### config.mk
export PLATFORM = sky130hd
export DESIGN_NAME = barometric_pressure_compensation_top
export DESIGN_NICKNAME = d
export VERILOG_FILES = /design/src/sv/bpc_pkg.sv /design/src/sv/bpc_div.sv /design/src/sv/barometric_pressure_compensation_top.sv
export SDC_FILE = /design/constraint.sdc
export NUM_CORES = 2
export LEC_CHECK = 0
export BUFFER_PORTS_ARGS = -buffer_cell sky130_fd_sc_hd__buf_2
export CAP_MARGIN = 40
export CELL_PAD_IN_SITES_DETAIL_PLACEMENT = 0
export CELL_PAD_IN_SITES_GLOBAL_PLACEMENT = 1
export CORE_ASPECT_RATIO = 0.6
export CORE_MARGIN = 3
export CORE_UTILIZATION = 35
export DETAILED_ROUTE_END_ITERATION = 16
export HOLD_SLACK_MARGIN = 0.05
export PLACE_DENSITY = 0.68
export SYNTH_ARGS = -nofsm -noshare
export SYNTH_HDL_FRONTEND = slang
export SYNTH_SLANG_ARGS = --single-unit
### constraint.sdc
create_clock -name aclk -period 18.5 [get_ports aclk]
set_clock_uncertainty 0.2 [all_clocks]
set_input_delay 0 -clock aclk [delete_from_list [all_inputs] [get_ports aclk]]
set_output_delay 0 -clock aclk [all_outputs]
set_load 0.005 [all_outputs]
### src/sv/bpc_pkg.sv
// ============================================================================
// bpc_pkg: shared types and constants
// Constants, configuration register indices and divider request and response types of the pressure compensation.
// ============================================================================
package bpc_pkg;

    localparam int CFG_IDX_W = 2;
    localparam int CFG_DATA_W = 48;

    localparam logic [CFG_IDX_W-1:0] REG_AC123 = 2'd0;
    localparam logic [CFG_IDX_W-1:0] REG_AC456 = 2'd1;
    localparam logic [CFG_IDX_W-1:0] REG_B12   = 2'd2;
    localparam logic [CFG_IDX_W-1:0] REG_MCMD  = 2'd3;

    localparam logic signed [31:0] B6_OFFSET = 32'sd4000;
    localparam logic [31:0]        B4_BIAS   = 32'd32768;
    localparam logic [31:0]        B7_SCALE  = 32'd50000;
    localparam logic signed [31:0] P_C1      = 32'sd3038;
    localparam logic signed [31:0] P_C2      = -32'sd7357;
    localparam logic signed [31:0] P_C3      = 32'sd3791;
    localparam logic signed [31:0] OUT_MAX   = 32'sd1048575;
    localparam logic signed [31:0] OUT_MIN   = -32'sd1048576;

    typedef struct packed {
        logic        start;
        logic [31:0] dividend;
        logic [31:0] divisor;
    } div_req_t;

    typedef struct packed {
        logic        done;
        logic [31:0] quotient;
    } div_rsp_t;

endpackage

### src/sv/bpc_div.sv
// ============================================================================
// bpc_div: unsigned 32-bit divider
// Restoring division, one quotient bit per cycle.
// ============================================================================
module bpc_div (
    input  logic              aclk,
    input  logic              aresetn,
    input  bpc_pkg::div_req_t req,
    output bpc_pkg::div_rsp_t rsp
);
    import bpc_pkg::*;

    logic [31:0] quo_reg, quo_next;
    logic [31:0] rem_reg, rem_next;
    logic [31:0] den_reg, den_next;
    logic [4:0]  cnt_reg, cnt_next;
    logic        busy_reg, busy_next;
    logic        done_reg, done_next;
    logic [32:0] trial;
    logic [32:0] diff;

    always_comb begin
        quo_next  = quo_reg;
        rem_next  = rem_reg;
        den_next  = den_reg;
        cnt_next  = cnt_reg;
        busy_next = busy_reg;
        done_next = 1'b0;
        trial     = {rem_reg, quo_reg[31]};
        diff      = trial - {1'b0, den_reg};
        if (req.start) begin
            quo_next  = req.dividend;
            rem_next  = '0;
            den_next  = req.divisor;
            cnt_next  = '0;
            busy_next = 1'b1;
        end else if (busy_reg) begin
            if (!diff[32]) begin
                rem_next = diff[31:0];
                quo_next = {quo_reg[30:0], 1'b1};
            end else begin
                rem_next = trial[31:0];
                quo_next = {quo_reg[30:0], 1'b0};
            end
            cnt_next = cnt_reg + 5'd1;
            if (cnt_reg == 5'd31) begin
                busy_next = 1'b0;
                done_next = 1'b1;
            end
        end
    end

    always_ff @(posedge aclk) begin
        quo_reg <= quo_next;
        rem_reg <= rem_next;
        den_reg <= den_next;
        cnt_reg <= cnt_next;
        if (!aresetn) begin
            busy_reg <= 1'b0;
            done_reg <= 1'b0;
        end else begin
            busy_reg <= busy_next;
            done_reg <= done_next;
        end
    end

    assign rsp.done     = done_reg;
    assign rsp.quotient = quo_reg;

endmodule

### src/sv/barometric_pressure_compensation_top.sv
// ============================================================================
// barometric_pressure_compensation_top: sensor compensation
// Datasheet temperature and pressure compensation on a shared multiplier.
// ============================================================================
// One item is taken at a time. Each item keeps the input busy while it runs
// through its steps on the single 32x32 multiplier and its wait on the
// bit-serial divider; a zero divisor ends a temperature or a pressure item
// before the divide. The result moves into an output register and is held
// there until taken; the next item is accepted meanwhile, but its result waits
// until the output register is free.
module barometric_pressure_compensation_top (
    input  logic                             aclk,
    input  logic                             aresetn,
    input  logic                             cfg_we,
    input  logic [bpc_pkg::CFG_IDX_W-1:0]    cfg_index,
    input  logic [bpc_pkg::CFG_DATA_W-1:0]   cfg_data,
    input  logic                             s_valid,
    output logic                             s_ready,
    input  logic                             s_func,
    input  logic [15:0]                      s_raw_sample,
    output logic                             m_valid,
    input  logic                             m_ready,
    output logic                             m_result_kind,
    output logic signed [20:0]               m_result_value,
    output logic                             m_div_error
);
    import bpc_pkg::*;

    typedef enum logic [4:0] {
        S_IDLE, S_T_MUL, S_T_DEN, S_T_DIV, S_T_WAIT, S_T_FIN,
        S_P_SQ, S_P_M1, S_P_M2, S_P_M3, S_P_M4, S_P_B3, S_P_B4, S_P_B7,
        S_P_DIV, S_P_WAIT, S_P_Q, S_P_F1, S_P_F2, S_P_F3, S_P_FIN, S_OUT
    } state_t;

    logic [47:0] ac123_reg, ac456_reg;
    logic [31:0] b12_reg, mcmd_reg;
    logic signed [31:0] b5_reg;

    state_t state_reg;
    logic        func_reg;
    logic [15:0] raw_reg;
    logic signed [31:0] a_reg, b_reg, c_reg, d_reg, e_reg;
    logic        neg_reg;
    logic        div_split_reg;
    logic        m_valid_reg;
    logic        kind_reg;
    logic signed [20:0] value_reg;
    logic        err_reg;
    logic signed [20:0] out_value_reg;
    logic        out_err_reg;

    logic signed [31:0] mul_a, mul_b, mul_p;
    logic signed [63:0] mul_full;
    div_req_t dreq;
    div_rsp_t drsp;

    logic signed [31:0] ac1, ac2, ac3, b1, b2, mc, md;
    logic [31:0] ac4, ac5, ac6;

    assign ac1 = 32'(signed'(ac123_reg[47:32]));
    assign ac2 = 32'(signed'(ac123_reg[31:16]));
    assign ac3 = 32'(signed'(ac123_reg[15:0]));
    assign ac4 = {16'd0, ac456_reg[47:32]};
    assign ac5 = {16'd0, ac456_reg[31:16]};
    assign ac6 = {16'd0, ac456_reg[15:0]};
    assign b1  = 32'(signed'(b12_reg[31:16]));
    assign b2  = 32'(signed'(b12_reg[15:0]));
    assign mc  = 32'(signed'(mcmd_reg[31:16]));
    assign md  = 32'(signed'(mcmd_reg[15:0]));

    assign mul_full = mul_a * mul_b;
    assign mul_p    = mul_full[31:0];

    bpc_div u_div (
        .aclk    (aclk),
        .aresetn (aresetn),
        .req     (dreq),
        .rsp     (drsp)
    );

    function automatic logic signed [20:0] sat21(input logic signed [31:0] v);
        if (v > OUT_MAX) return OUT_MAX[20:0];
        if (v < OUT_MIN) return OUT_MIN[20:0];
        return v[20:0];
    endfunction

    function automatic logic [31:0] abs32(input logic signed [31:0] v);
        return v[31] ? 32'(-v) : 32'(v);
    endfunction

    logic signed [31:0] b6;
    logic signed [31:0] pd8;
    assign b6   = b5_reg - B6_OFFSET;
    assign pd8  = e_reg >>> 8;

    always_comb begin
        mul_a = '0;
        mul_b = '0;
        dreq  = '0;
        case (state_reg)
            S_T_MUL: begin
                mul_a = 32'({16'd0, raw_reg}) - ac6;
                mul_b = ac5;
            end
            S_T_DEN: begin
                mul_a = mc;
                mul_b = 32'sd2048;
            end
            S_T_DIV: begin
                dreq.start    = 1'b1;
                dreq.dividend = abs32(b_reg);
                dreq.divisor  = abs32(a_reg + md);
            end
            S_P_SQ: begin
                mul_a = b6;
                mul_b = b6;
            end
            S_P_M1: begin
                mul_a = b2;
                mul_b = a_reg;
            end
            S_P_M2: begin
                mul_a = ac2;
                mul_b = b6;
            end
            S_P_M3: begin
                mul_a = ac3;
                mul_b = b6;
            end
            S_P_M4: begin
                mul_a = b1;
                mul_b = a_reg;
            end
            S_P_B4: begin
                mul_a = ac4;
                mul_b = d_reg + B4_BIAS;
            end
            S_P_B7: begin
                mul_a = 32'({16'd0, raw_reg}) - c_reg;
                mul_b = B7_SCALE;
            end
            S_P_DIV: begin
                dreq.start    = 1'b1;
                dreq.dividend = b_reg[31] ? b_reg : (b_reg << 1);
                dreq.divisor  = d_reg;
            end
            S_P_F1: begin
                mul_a = pd8;
                mul_b = pd8;
            end
            S_P_F2: begin
                mul_a = a_reg;
                mul_b = P_C1;
            end
            S_P_F3: begin
                mul_a = P_C2;
                mul_b = e_reg;
            end
            default: begin
                mul_a = '0;
            end
        endcase
    end

    always_ff @(posedge aclk) begin
        if (!aresetn) begin
            ac123_reg   <= '0;
            ac456_reg   <= '0;
            b12_reg     <= '0;
            mcmd_reg    <= '0;
            b5_reg      <= '0;
            state_reg   <= S_IDLE;
            m_valid_reg <= 1'b0;
        end else begin
            if (cfg_we) begin
                case (cfg_index)
                    REG_AC123: ac123_reg <= cfg_data;
                    REG_AC456: ac456_reg <= cfg_data;
                    REG_B12:   b12_reg   <= cfg_data[31:0];
                    REG_MCMD:  mcmd_reg  <= cfg_data[31:0];
                    default:   ac123_reg <= ac123_reg;
                endcase
            end
            if (m_valid_reg && m_ready && state_reg != S_OUT) begin
                m_valid_reg <= 1'b0;
            end
            case (state_reg)
                S_IDLE: begin
                    if (s_valid) begin
                        func_reg  <= s_func;
                        raw_reg   <= s_raw_sample;
                        state_reg <= s_func ? S_P_SQ : S_T_MUL;
                    end
                end
                S_T_MUL: begin
                    a_reg     <= mul_p >>> 15;
                    state_reg <= S_T_DEN;
                end
                S_T_DEN: begin
                    b_reg <= mul_p;
                    if (a_reg + md == 32'sd0) begin
                        err_reg   <= 1'b1;
                        value_reg <= '0;
                        state_reg <= S_OUT;
                    end else begin
                        state_reg <= S_T_DIV;
                    end
                end
                S_T_DIV: begin
                    neg_reg   <= b_reg[31] ^ (a_reg + md < 0);
                    state_reg <= S_T_WAIT;
                end
                S_T_WAIT: begin
                    if (drsp.done) begin
                        c_reg     <= neg_reg ? 32'(-drsp.quotient) : drsp.quotient;
                        state_reg <= S_T_FIN;
                    end
                end
                S_T_FIN: begin
                    b5_reg    <= a_reg + c_reg;
                    err_reg   <= 1'b0;
                    value_reg <= sat21((a_reg + c_reg + 32'sd8) >>> 4);
                    state_reg <= S_OUT;
                end
                S_P_SQ: begin
                    a_reg     <= mul_p >>> 12;
                    state_reg <= S_P_M1;
                end
                S_P_M1: begin
                    b_reg     <= mul_p >>> 11;
                    state_reg <= S_P_M2;
                end
                S_P_M2: begin
                    b_reg     <= b_reg + (mul_p >>> 11);
                    state_reg <= S_P_M3;
                end
                S_P_M3: begin
                    c_reg     <= mul_p >>> 13;
                    state_reg <= S_P_M4;
                end
                S_P_M4: begin
                    d_reg     <= (c_reg + (mul_p >>> 16) + 32'sd2) >>> 2;
                    c_reg     <= ac1 * 32'sd4 + b_reg + 32'sd2;
                    state_reg <= S_P_B3;
                end
                S_P_B3: begin
                    c_reg     <= (c_reg < 0) ? -((-c_reg) >> 2) : (c_reg >>> 2);
                    state_reg <= S_P_B4;
                end
                S_P_B4: begin
                    d_reg     <= 32'(mul_p) >> 15;
                    state_reg <= S_P_B7;
                end
                S_P_B7: begin
                    b_reg <= mul_p;
                    if (d_reg == 32'd0) begin
                        err_reg   <= 1'b1;
                        value_reg <= '0;
                        state_reg <= S_OUT;
                    end else begin
                        state_reg <= S_P_DIV;
                    end
                end
                S_P_DIV: begin
                    div_split_reg <= b_reg[31];
                    state_reg     <= S_P_WAIT;
                end
                S_P_WAIT: begin
                    if (drsp.done) begin
                        e_reg     <= div_split_reg ? (drsp.quotient << 1) : drsp.quotient;
                        state_reg <= S_P_F1;
                    end
                end
                S_P_F1: begin
                    a_reg     <= mul_p;
                    state_reg <= S_P_F2;
                end
                S_P_F2: begin
                    a_reg     <= mul_p >>> 16;
                    state_reg <= S_P_F3;
                end
                S_P_F3: begin
                    b_reg     <= mul_p >>> 16;
                    state_reg <= S_P_FIN;
                end
                S_P_FIN: begin
                    err_reg   <= 1'b0;
                    value_reg <= sat21(e_reg + ((a_reg + b_reg + P_C3) >>> 4));
                    state_reg <= S_OUT;
                end
                S_OUT: begin
                    if (!m_valid_reg || m_ready) begin
                        kind_reg      <= func_reg;
                        out_value_reg <= value_reg;
                        out_err_reg   <= err_reg;
                        m_valid_reg   <= 1'b1;
                        state_reg     <= S_IDLE;
                    end
                end
                default: state_reg <= S_IDLE;
            endcase
        end
    end

    assign s_ready        = (state_reg == S_IDLE);
    assign m_valid        = m_valid_reg;
    assign m_result_kind  = kind_reg;
    assign m_result_value = out_value_reg;
    assign m_div_error    = out_err_reg;

endmodule
Word level (Yosys, flattened, before mapping)
Cells that the tools add are included.
{"block": "word_totals", "register_bits": 525, "out_inout_bits": 25, "elab_cells": 191}
{"block": "classes", "addsub": 22, "n_mul": 1, "order_cmp": 6, "eq_ne": 32, "muxes": 61, "bitwise": 3, "n_reduce_logical": 37}
{"cell": "32-bit one-hot mux with 12 select lines", "count": 1}
{"cell": "32-bit one-hot mux with 4 select lines", "count": 3}
{"cell": "32-bit two-way mux", "count": 10}
{"cell": "32-bit one-hot mux with 9 select lines", "count": 1}
{"cell": "21-bit two-way mux", "count": 10}
{"cell": "65-bit one-hot mux with 2 select lines", "count": 1}
{"cell": "32-bit negator", "count": 4}
{"cell": "5-bit one-hot mux with 20 select lines", "count": 1}
{"cell": "21-bit one-hot mux with 4 select lines", "count": 1}
{"cell": "32-bit by 16-bit adder with 32-bit output", "count": 2}
{"cell": "32-bit by 3-bit adder with 32-bit output, second input constant", "count": 2}
{"cell": "32-bit adder", "count": 2}
{"cell": "32-bit logical NOT", "count": 2}
{"cell": "32-bit by 1-bit < comparator with 1-bit output, second input constant", "count": 2}
{"cell": "32-bit one-hot mux with 2 select lines", "count": 1}
{"cell": "5-bit by 4-bit == test with 1-bit output, second input constant", "count": 8}
{"cell": "33-bit by 32-bit subtractor with 33-bit output", "count": 1}
{"cell": "18-bit by 32-bit adder with 32-bit output", "count": 1}
{"cell": "32-bit by 13-bit adder with 32-bit output, second input constant", "count": 1}
{"cell": "32-bit by 16-bit adder with 32-bit output, second input constant", "count": 1}
{"cell": "32-bit by 21-bit adder with 32-bit output", "count": 1}
{"cell": "32-bit by 28-bit adder with 32-bit output", "count": 1}
{"cell": "32-bit by 5-bit adder with 32-bit output, second input constant", "count": 1}
{"cell": "32-bit by 21-bit > comparator with 1-bit output, second input constant", "count": 1}
{"cell": "37 further kinds", "count": 103}

Longest topological paths before layout
{"block": "depth", "depth_word": 13, "mapped_depth": 58, "mapped_depth_nobuf": 56}

By module
A second synthesis with hierarchy kept.
{"block": "unflattened", "cells_unflattened": 7189, "area_unflattened_um2": 59841.1}
{"mod": "barometric_pressure_compensation_top", "instances": 1, "cells_per_inst": 6570, "area_each_um2": 53685.2}
{"mod": "bpc_div", "instances": 1, "cells_per_inst": 619, "area_each_um2": 6155.9}

Least setup slack after synthesis
Ideal clock, no wire load.
{"block": "synth_timing", "path_kind": "reg-to-reg", "startpoint": "register c_reg[1]", "endpoint": "register d_reg[28], data pin", "setup_time_ns": 0.266, "t_arrival_ns": 12.583, "required_ns": 18.034, "slack_ns": 5.451, "path_stages_with_launch": 51, "n_path_buf": 1, "period_less_slack_ns": 13.049, "path_cell_list": "edfxtp_1 inv_1 ha_1 nor2b_1 o31a_1 o31ai_1 a21o_1 a21boi_1 or3_1 a31oi_1 clkbuf_1 nor2_1 fa_1 fa_1 fa_1 inv_1 fa_1 inv_1 [15 not listed] a2111oi_0 o41ai_1 xor2_4 inv_2 ha_1 ha_1 a21o_1 a21o_1 a21o_1 a21oi_1 nor2b_1 o21ai_0 nand2b_1 a21oi_1 o21ai_0 a21oi_1 xor2_1 nor2_1"}
{"block": "synth_via", "elab_chain_len": 6}
{"element": "from (decl)", "line": "barometric_pressure_compensation_top.sv:42", "rtl": "logic signed [31:0] a_reg, b_reg, c_reg, d_reg, e_reg;"}
{"element": "from (signal assigned)", "line": "barometric_pressure_compensation_top.sv:215", "rtl": "c_reg <= neg_reg ? 32'(-drsp.quotient) : drsp.quotient;"}
{"element": "from (signal assigned)", "line": "barometric_pressure_compensation_top.sv:238", "rtl": "c_reg <= mul_p >>> 13;"}
{"element": "from (signal assigned)", "line": "barometric_pressure_compensation_top.sv:243", "rtl": "c_reg <= ac1 * 32'sd4 + b_reg + 32'sd2;"}
{"element": "16-bit by 32-bit subtractor with 32-bit output", "line": "barometric_pressure_compensation_top.sv:139", "rtl": "mul_a = 32'({16'd0, raw_reg}) - c_reg;"}
{"element": "32-bit one-hot mux with 12 select lines", "line": "barometric_pressure_compensation_top.sv:100", "rtl": "case (state_reg)"}
{"element": "32-bit by 32-bit multiplier with 32-bit output", "line": "barometric_pressure_compensation_top.sv:71", "rtl": "assign mul_full = mul_a * mul_b;"}
{"element": "via mul_full[31]", "line": "barometric_pressure_compensation_top.sv:53", "rtl": "logic signed [63:0] mul_full;"}
{"element": "32-bit by 16-bit adder with 32-bit output", "line": "barometric_pressure_compensation_top.sv:242", "rtl": "d_reg <= (c_reg + (mul_p >>> 16) + 32'sd2) >>> 2;"}
{"element": "32-bit by 3-bit adder with 32-bit output", "line": "barometric_pressure_compensation_top.sv:242"}
{"element": "32-bit one-hot mux with 2 select lines", "line": "barometric_pressure_compensation_top.sv:187", "rtl": "case (state_reg)"}
{"element": "to (signal assigned)", "line": "barometric_pressure_compensation_top.sv:242"}
{"element": "to (signal assigned)", "line": "barometric_pressure_compensation_top.sv:251", "rtl": "d_reg <= 32'(mul_p) >> 15;"}
{"element": "to (decl)", "line": "barometric_pressure_compensation_top.sv:42"}
The timed path passes the listed nets, and every way through them passes these cells.
A chain may end at the register's enable or synchronous reset.

Final worst setup path
{"block": "layout_timing", "startpoint": "register state_reg[1]", "endpoint": "register b_reg[31], data pin"}
{"block": "layout_via", "elab_chain_len": 6, "elab_cells_between_ends": 20, "classes_between": "add/sub (1); mul (1); eq/ne (12); mux (3); reduce/logical (3)"}
{"element": "from (decl)", "line": "barometric_pressure_compensation_top.sv:39", "rtl": "state_t state_reg;"}
{"element": "from (signal assigned)", "line": "barometric_pressure_compensation_top.sv:192", "rtl": "state_reg <= s_func ? S_P_SQ : S_T_MUL;"}
{"element": "5-bit by 4-bit == test with 1-bit output, or another cell as far along", "line": "barometric_pressure_compensation_top.sv:100"}
{"element": "3-bit OR reduction (no source line) / 2-bit OR reduction (equally long branches)"}
{"element": "32-bit one-hot mux with 9 select lines", "line": "barometric_pressure_compensation_top.sv:100"}
{"element": "32-bit by 32-bit multiplier with 32-bit output", "line": "barometric_pressure_compensation_top.sv:71"}
{"element": "32-bit by 21-bit adder with 32-bit output", "line": "barometric_pressure_compensation_top.sv:234", "rtl": "b_reg <= b_reg + (mul_p >>> 11);"}
{"element": "32-bit one-hot mux with 4 select lines (*)", "line": "barometric_pressure_compensation_top.sv:187"}
{"element": "to (signal assigned)", "line": "barometric_pressure_compensation_top.sv:200", "rtl": "b_reg <= mul_p;"}
{"element": "to (signal assigned)", "line": "barometric_pressure_compensation_top.sv:230", "rtl": "b_reg <= mul_p >>> 11;"}
{"element": "to (signal assigned)", "line": "barometric_pressure_compensation_top.sv:234"}
{"element": "to (decl)", "line": "barometric_pressure_compensation_top.sv:42"}
Mark *: on every way between the ends. The rest lies on a longest branch, timed or not.

==> results_dict.tcl <==
set metrics [dict create \
    outcome "finished, final reports clean" \
    path_class "reg -> reg" \
    clkTransAtPathRegs_ps 70 \
    cts_made_buffers 55 \
    ir_drop_uv 94.95 \
    drive_gt1_frac 0.07745 \
    cap_viol_max_count 0 \
    die_w_um 532.2 \
    cp_data_required_time_ps 18710 \
    via_per_inst 5.893 \
    drc_errors 0 \
    synth_edf_count 286 \
    power.density_nw_per_um2 104.2 \
    drtAntennaViolNets 0 \
    rsz0062_at_grt "false" \
    critPathMaxStageDelay_ps 890 \
    cts_sinks 523 \
    antenna_found_initial 21 \
    startpoint_type "register" \
    start_util 0.3535 \
    ios 97 \
    areaGrowthSynthToFinish_pct 12.75 \
    multi_input_area_um2 41250 \
    clockBufferDepth 3 \
    setup_viol 0 \
    postCtsSetupBuffers 0 \
    track_usage 0.3025 \
    synth.cell_area_um2 58140 \
    fp.dieH_um 321.7 \
    p_leak_nw 27.66 \
    max-slew-margin-rel 0.3333 \
    fmax_ghz 0.06210 \
    place.gp.congestion 1.050 \
    grt-ovfl-total 0 \
    hp-class "in -> reg" \
    critPathMostFrequentCell "fa_1" \
    fillers 16610 \
    endpoint_kind "register" \
    core-area_um2 164500 \
    ys_seq_area_frac 0.2293 \
    maxSlewViolCount 0 \
    r2r-start "state_reg[1]" \
    finalCritPeriodShare 0.8704 \
    register_area_um2 13330 \
    pwr-share-comb 0.579 \
    arrival_ps 16310 \
    vias 54600 \
    pre_cts_ws_ps 2945 \
    firstDrtPassIters 10 \
    cts_hold_buf 146 \
    internal-power_mw 3.544 \
    avgSynthCellArea_um2 8.545 \
    grt_pass1_vias 50240 \
    yosys_register_bits 523 \
    crit_slowest_cell "dfxtp_1" \
    wl_um 267400 \
    final_util 0.3986 \
    finalSetupTns_ps 0 \
    cts_tree "yes" \
    dieArea_um2 171200 \
    port_buffers 96 \
    startpoint "state_reg[1]" \
    htree_num_levels 2 \
    drt_iter0_drc 7786 \
    cts-root-buf "clkbuf_16" \
    switching_power_mw 3.284 \
    synth_cell_types 108 \
    ys_warn_count 0 \
    clkPwrFrac 0.189 \
    synth_ff_type "edfxtp_1" \
    std_cell_rows 115 \
    p_sw_frac 0.4809 \
    hold_violations 0 \
    final_nets 7977 \
    worst_slew_pin_slew_ps 974.8 \
    ctsResizeCount 0 \
    p_total_mw 6.828 \
    synthCells 6804 \
    power_frac_seq 0.233 \
    hold_start "cfg_data[11]" \
    grt_max_degree 102 \
    setup_ws_ps 2398 \
    layout_common_cells "nand2_1 (865), inv_1 (718), nor2_1 (645)" \
    grt_pass1_wl_um 377500 \
    crit_fanout 31 \
    async_flop_share 0 \
    dp_hpwl_um 211200 \
    clock_latency_ps 720 \
    post-route-min-period_ps 16100 \
    wl_per_cell_um 28.86 \
    syn-num-nets 7790 \
    layout_commonest_cell "nand2_1" \
]
through the flow:
step	hold WS, ps	cell area (um^2)	instances
2_1_floorplan	-101.1	58140	6804
3_3_place_gp	-23.96	61800	8985
3_5_place_dp	-21.47	62060	9009
4_1_cts	51.87	65500	9258
5_1_grt	69.85	65540	9260
6_report	107.6	65550	9265
logic make-up (layout without fill, tap and decap cells):
logic type / count (synthesis) / count (layout) / share of synthesized area
AND/OR/NAND/NOR: 2187 / 2187 / 0.1698
AO/OA/AOI/OAI: 1556 / 1556 / 0.1880
buffers and inverters: 1024 / 1257 / 0.06710
adder cells (fa/ha/maj): 914 / 914 / 0.2505
flip-flops: 523 / 523 / 0.2293
XOR/XNOR: 498 / 498 / 0.07705
multiplexers: 102 / 102 / 0.01823
other: 0 / 5 / 0
critical path, delay by kind of cell (launching register included):
kind / cells / cell delay, ps
AOI/OAI and AO/OA: 19 / 5300
buffers and inverters: 9 / 1390
xor gates and xnor gates: 2 / 840
adders and majority gates: 10 / 4860
muxes: 1 / 150
and+or+nand+nor: 9 / 2170
DFF: 1 / 890
final timing paths:
| kind | slack (ps) | cells past startpoint | to |
|---|---|---|---|
| worst max register to register | 2400 | 50 | b_reg[31] |
| worst min register to register | 210 | 0 | m_result_value[18] |
| worst max-delay path | 2400 | 50 | b_reg[31] |
| worst min-delay path | 110 | 4 | mcmd_reg[11] |
cell usage after synthesis (20+ instances only):
| library cell | n | share of area |
|---|---|---|
| o21ai_0 | 271 | 0.023 |
| nor3b_1 | 20 | 0.0026 |
| or2_2 | 33 | 0.0036 |
| nor2b_1 | 74 | 0.0080 |
| xor2_1 | 180 | 0.027 |
| mux2i_1 | 71 | 0.012 |
| a221o_1 | 41 | 0.0071 |
| nand3_1 | 117 | 0.010 |
| nand4_1 | 30 | 0.0032 |
| or3_1 | 33 | 0.0036 |
| a211o_1 | 22 | 0.0033 |
| and3_1 | 46 | 0.0049 |
| nor3_1 | 90 | 0.0077 |
| o211ai_1 | 23 | 0.0030 |
| a22oi_1 | 43 | 0.0056 |
| o31ai_1 | 34 | 0.0044 |
| o221ai_1 | 36 | 0.0054 |
| and2_1 | 40 | 0.0043 |
| dfxtp_1 | 237 | 0.082 |
| o2111ai_1 | 21 | 0.0032 |
| nor4_1 | 24 | 0.0026 |
| nand2_1 | 866 | 0.056 |
| inv_1 | 719 | 0.046 |
| edfxtp_1 | 286 | 0.15 |
| o21a_1 | 75 | 0.0097 |
| a21boi_0 | 193 | 0.025 |
| xnor2_1 | 310 | 0.047 |
| a211oi_1 | 59 | 0.0076 |
| ha_1 | 497 | 0.11 |
| nor2_1 | 653 | 0.042 |
| a21oi_1 | 269 | 0.023 |
| nand2b_1 | 78 | 0.0084 |
| o21bai_1 | 38 | 0.0049 |
| clkbuf_1 | 262 | 0.017 |
| a21o_1 | 106 | 0.014 |
| fa_1 | 417 | 0.14 |
| o22ai_1 | 37 | 0.0040 |
| mux2_2 | 31 | 0.0060 |
| a221oi_1 | 46 | 0.0069 |
| o211a_1 | 22 | 0.0038 |
| a22o_1 | 22 | 0.0033 |
| a31oi_1 | 32 | 0.0034 |
| a222oi_1 | 44 | 0.0076 |
per-layer routing:
metal	wire, um	part of all wire	up-vias	global-route usage
li1	-	-	23920	-
met1	126800	0.47	26980	0.4765
met2	94820	0.35	3334	0.3731
met3	39210	0.15	356	0.1174
met4	6082	0.023	11	0.06090
met5	431	0.0016	-	0.01316
layout make-up:
| type | count | area share |
|---|---|---|
| Sequential cell | 523 | 0.2034 |
| Clock buffer | 71 | 0.02363 |
| Clock inverter | 32 | 0.006585 |
| Tap cell | 2223 | 0.04243 |
| Multi-Input combinational cell | 5257 | 0.6293 |
| Antenna cell | 5 | 0.0001909 |
| Timing Repair Buffer | 434 | 0.05318 |
| Inverter | 720 | 0.04123 |
power groups by stage:
stage / Clock (mW) / Combinational, mW / Sequential (mW)
after floorplan: 0 / 2.60 / 1.50
after global placement: 0 / 3.77 / 1.60
after detailed placement: 0 / 3.79 / 1.60
after CTS: 1.30 / 3.84 / 1.58
after global routing: 1.35 / 4.25 / 1.59
final: 1.29 / 3.95 / 1.59
Note: power is estimated with default switching activity, not from simulation.
